$ cat src/design/dgs_pkg.sv
package dgs_pkg;

  localparam int GRID_WIDTH  = 64;
  localparam int GRID_HEIGHT = 64;
  localparam int MEM_DEPTH   = GRID_WIDTH * GRID_HEIGHT;
  localparam int ADDR_W      = $clog2(MEM_DEPTH);

  localparam int COL_W  = 6;
  localparam int ROW_W  = 6;
  localparam int CELL_W = 8;
  localparam int CARRY_W = 2;
  // five cells of 255 plus a carry of 3
  localparam int SUM_W  = 11;
  localparam int CELL_MAX = 255;

  localparam logic [1:0] OP_WRITE = 2'd0;
  localparam logic [1:0] OP_READ  = 2'd1;
  localparam logic [1:0] OP_CLEAR = 2'd2;

  localparam int TAP_W = 3;
  localparam logic [TAP_W-1:0] TAP_C = 3'd0;
  localparam logic [TAP_W-1:0] TAP_W_ = 3'd1;
  localparam logic [TAP_W-1:0] TAP_E = 3'd2;
  localparam logic [TAP_W-1:0] TAP_N = 3'd3;
  localparam logic [TAP_W-1:0] TAP_S = 3'd4;
  localparam logic [TAP_W-1:0] TAP_LAST = TAP_S;

  typedef struct packed {
    logic             start_read;
    logic             write_en;
    logic             clear_carry;
    logic             issue;
    logic [TAP_W-1:0] tap;
    logic             finish;
  } dgs_cmd_t;

  typedef struct packed {
    logic out_full;
  } dgs_status_t;

endpackage

$ cat src/design/dgs_ctrl.sv
module dgs_ctrl import dgs_pkg::*; (
  input  logic        clk,
  input  logic        rst,
  input  logic        in_valid,
  output logic        in_ready,
  input  logic [1:0]  opcode,
  input  dgs_status_t status,
  output dgs_cmd_t    cmd
);

  localparam logic [1:0] ST_IDLE   = 2'd0;
  localparam logic [1:0] ST_READ   = 2'd1;
  localparam logic [1:0] ST_FINISH = 2'd2;

  logic [1:0]       state;
  logic [1:0]       state_next;
  logic [TAP_W-1:0] tap;
  logic [TAP_W-1:0] tap_next;
  logic             accept;

  assign in_ready = (state == ST_IDLE);
  assign accept   = in_valid && in_ready;

  always_comb begin
    state_next = state;
    tap_next   = tap;
    cmd        = '0;
    cmd.tap    = tap;
    unique case (state)
      ST_IDLE: begin
        if (accept) begin
          unique case (opcode)
            OP_WRITE: cmd.write_en = 1'b1;
            OP_READ: begin
              cmd.start_read = 1'b1;
              tap_next       = TAP_C;
              state_next     = ST_READ;
            end
            OP_CLEAR: cmd.clear_carry = 1'b1;
            default: ;
          endcase
        end
      end
      ST_READ: begin
        cmd.issue = 1'b1;
        tap_next  = tap + TAP_W'(1);
        if (tap == TAP_LAST) begin
          state_next = ST_FINISH;
        end
      end
      ST_FINISH: begin
        if (!status.out_full) begin
          cmd.finish = 1'b1;
          state_next = ST_IDLE;
        end
      end
      default: state_next = ST_IDLE;
    endcase
  end

  always_ff @(posedge clk) begin
    if (rst) begin
      state <= ST_IDLE;
      tap   <= TAP_C;
    end else begin
      state <= state_next;
      tap   <= tap_next;
    end
  end

endmodule

$ cat config.mk
export PLATFORM = sky130hd
export DESIGN_NAME = dgs_ctrl
export DESIGN_NICKNAME = d
export VERILOG_FILES = /design/src/design/dgs_pkg.sv /design/src/design/dgs_ctrl.sv
export SDC_FILE = /design/constraint.sdc
export NUM_CORES = 1
export LEC_CHECK = 0
export ABC_CLOCK_PERIOD_IN_PS = 1400
export BUFFER_PORTS_ARGS = -buffer_cell sky130_fd_sc_hd__buf_2
export CAP_MARGIN = 20
export CORE_AREA = 3 3 40 42
export CTS_BUF_LIST = sky130_fd_sc_hd__clkbuf_16
export DETAILED_ROUTE_END_ITERATION = 10
export DIE_AREA = 0 0 43 45
export GPL_TIMING_DRIVEN = 0
export HOLD_SLACK_MARGIN = 0.03
export SYNTH_ARGS = -nofsm -noshare
export SYNTH_HDL_FRONTEND = slang
export SYNTH_SLANG_ARGS = --single-unit
$ cat constraint.sdc
create_clock -name clk -period 1.4 [get_ports clk]
set_clock_uncertainty 0.05 [all_clocks]
set_input_delay 0.21 -clock clk [delete_from_list [all_inputs] [get_ports clk]]
set_output_delay 0.21 -clock clk [all_outputs]
set_load 0.03 [all_outputs]
== Yosys cells after proc, flatten, opt, wreduce, memory -nomap -nowiden ==
Index checks and enable logic that the tools add are counted.
Storage, ports and cells
  bits in registers: 5
  bits of input ports: 6
  output and inout bits: 9
Cells by class
  $add $sub $neg: 1
  eq/ne operators: 9
  multiplexer cells: 16
  reductions and logical operators: 6
Operator list (number)
  two-way mux 3 bit: 4
  two-way mux 2 bit: 4
  two-way mux 1 bit: 6
  case mux 2 bit (3 select lines): 1
  case mux 3 bit (2 select lines): 1
  equality test 2 x 1 -> 1 bit, second input constant: 2
  equality test 2 bit, second input constant: 2
  zero test 2 bit: 2
  inequality test 2 x 1 -> 1 bit, second input constant: 2
  inequality test 2 bit, second input constant: 2
  AND reduction 4 bit: 1
  adder 3 x 1 -> 3 bit, second input constant: 1
  equality test 3 bit, second input constant: 1
  AND reduction 3 bit: 1
  nonzero test 2 bit: 1
  logical AND 1 bit: 1

== Depth between registers and ports, before layout ==
  depth after elaboration: 4
  depth in mapped cells: 4
  depth with buffers taken out: 4

== Least setup slack after synthesis ==
Ideal clock, no wire load.
  path kind: flip-flop to output port
  from: register state[1]
  to: output port cmd[5] (netlist bit)
  data arrival time: 1.576 ns
  setup slack: -0.436 ns
  cell stages (with the launch flop): 4
  path buffers: 0
  cells stage by stage: dfxtp_1 nor2_2 nand2_2 nor3b_1
RTL lines
  from (decl): RTL line dgs_ctrl.sv:15  | logic [1:0] state;
  from (signal assigned): RTL line dgs_ctrl.sv:66  | state <= state_next;
  to (decl): RTL line dgs_ctrl.sv:8  | output dgs_cmd_t cmd

==> metrics.yaml <==
crit_type: "flip-flop to output pin"
routed_via_density: 4.652
cts_root_buffer: "clkbuf_16"
synth_cell_types: 21
synth.ff_latch_count: 5
grt_max_degree: 8
power_frac_clock_pct: 66.0
total_power_mw: 0.7026
synth-main-ff-cell: "dfxtp_1"
p_leak_nw: 0.2289
dp.cells: 61
endpoint_kind: "output pin"
power.net_switching_mw: 0.1507
slew_violations: 0
syn2layout_area_growth_pct: 79.92
syn_avg_cell_area_sq_um: 9.345
hold_path.class: "input port to flip-flop"
drt-pass1-iter-count: 4
startpoint_type: "flip-flop"
combPwrFrac_pct: 12.5
setup_violations: 0
mostFrequentLayoutCells: "buf_2, inv_1, clkbuf_16, dfxtp_1"
cp_data_required_time_ns: 1.14
core_area_sq_um: 1285
via_count: 307
vdd_ir_drop_max_uv: 633.8
io_buffers: 14
hpwl_microns: 505.3
dieHeight_microns: 45
h-tree-depth: 1
track_usage_pct: 8.000
intPower_mw: 0.5518
grt_pass1_wl_microns: 1090
drv_cap: 0
path_max_fanout: 5
final_common_cell: "buf_2"
fmaxAchievable_mhz: 721.3
grt_pass1_vias: 258
layout.nets: 60
grt_overflow: 0
syn-num-nets: 40
cp.arrival_ns: 1.13
syn_inst: 32
syn-cell-area_sq_um: 299.0
drt_iter0_markers: 10
async_reset_ff_share_pct: 0
swShare_pct: 21.45
drive_above_1_share_pct: 56.86
seqPwrFrac_pct: 21.6
synth_edf_count: 0
stdcell_count: 66
synth-warning-count: 0
final_hold_viol_count: 0
seq_area_frac_synth_pct: 33.47
antenna_found_initial: 0
post-route-period-util_pct: 99.02
die_area_sq_um: 1935
worst_slew_pin_slew_ns: 0.2158
min_period_ns: 1.386
drcViolationCount: 0
tritoncts: "yes"
fin_util_pct: 41.87
n_fill_cell: 131
place.gp.congestion: 0.7007
clk_pin_slew_ns: 0.03
pin_count: 15
status: "completed"
routedWlPerCell_microns: 10.41
n_antenna_cell: 0
clk_path_buf_depth: 2
numCtsBuffers: 3
insertion_delay_ns: 0.23
postRouteAntennaNets: 0
num_rows: 13
p_per_area_nw_per_um2: 1306
die_width_microns: 43
slew_headroom_pct: 85.61
start_util_pct: 23.27
cts.sinks: 5
routed_wl_microns: 687
rsz0062_at_grt: "true"
-- cells by family (layout without fill, tap and decap cells) --
logic type,after synthesis,count (layout),share of synthesized area [%]
muxes,1,1,3.347
and+or+nand+nor,15,15,34.73
AOI/OAI and AO/OA,6,6,16.32
buffers and inverters,3,22,3.765
adders and majority gates,2,2,8.367
DFF,5,5,33.47
-- sequential cells by signal (all words and copies together), names as in the netlist --
| signal | flops |
|---|---|
| state | 2 |
| tap | 3 |
-- routing by layer --
metal	global-route usage, %	up-vias	share of wire (%)
met5	0	-	0
met1	9.420	136	42
met3	3.187	2	11
li1	-	154	-
met2	10.18	15	45
met4	9.036	0	1.6
-- power groups by stage --
stage | combinational [mW] | clock [mW] | sequential, mW
2_1_floorplan | 0.0476 | 0 | 0.159
3_3_place_gp | 0.0791 | 0 | 0.155
3_5_place_dp | 0.0792 | 0 | 0.155
4_1_cts | 0.0854 | 0.467 | 0.152
5_1_grt | 0.0942 | 0.478 | 0.152
6_report | 0.0877 | 0.463 | 0.151
-- path summary, 6_finish.rpt --
kind	startpoint	to	slack, ns	cells after the start
setup / recovery	state[0]$_SDFFE_PP0P_	cmd[7]	0.01	4
hold / removal	rst	state[1]$_SDFFE_PP0P_	0.18	2
setup reg to reg	tap[0]$_SDFFE_PP0P_	state[0]$_SDFFE_PP0P_	0.34	4
hold reg to reg	tap[1]$_SDFFE_PP0P_	tap[1]$_SDFFE_PP0P_	0.47	2
-- cells in the mapped netlist (2+ instances only) --
cell	instances	area (sq um)
nor3b_1	2	15.01
ha_1	2	25.02
dfxtp_1	5	100.1
nor2_1	2	7.510
inv_1	3	11.26
nand3_1	2	10.01
nand3b_1	2	15.01
-- worst max-delay path, cell delays in order, from the launching register on --
cell	delay, ns
dfxtp_2	0.34
nor2_4	0.14
nand2_4	0.09
nor3b_4	0.18
buf_6	0.15
-- per-stage QoR --
| step | area, sq um | hold slack [ns] | TNS [ns] | setup slack [ns] |
|---|---|---|---|---|
| final | 538.0 | 0.1767 | 0 | 0.01367 |
| after detailed placement | 426.7 | 0.4113 | 0 | 0.09925 |
| after global placement | 426.7 | 0.4113 | 0 | 0.1046 |
| after floorplan | 337.8 | 0.2246 | 0 | 0.003181 |
| after global routing | 538.0 | 0.2038 | -0.09345 | -0.04762 |
| after CTS | 528.0 | 0.1746 | 0 | 0.01221 |
-- area by class of cell --
cell class | instances | area (sq um) | share of cell area, %
clock buffers | 3 | 75.07 | 13.95
clock inverters | 1 | 3.754 | 0.6977
inverters | 3 | 11.26 | 2.093
multi-input cells | 24 | 231.5 | 43.02
flip-flops and latches | 5 | 105.1 | 19.53
well taps | 15 | 18.77 | 3.488
repair buffers | 15 | 92.59 | 17.21
-- timing repair --
action / CTS / global route
pin swaps: 1 / 0
hold buffers: 0 / 0
gates resized for setup: 8 / 1
setup endpoints to repair: 4 / 3
buffers inserted: 0 / 1
endpoints found under the hold margin: 0 / 0
Power figures use the tool's default switching activity.
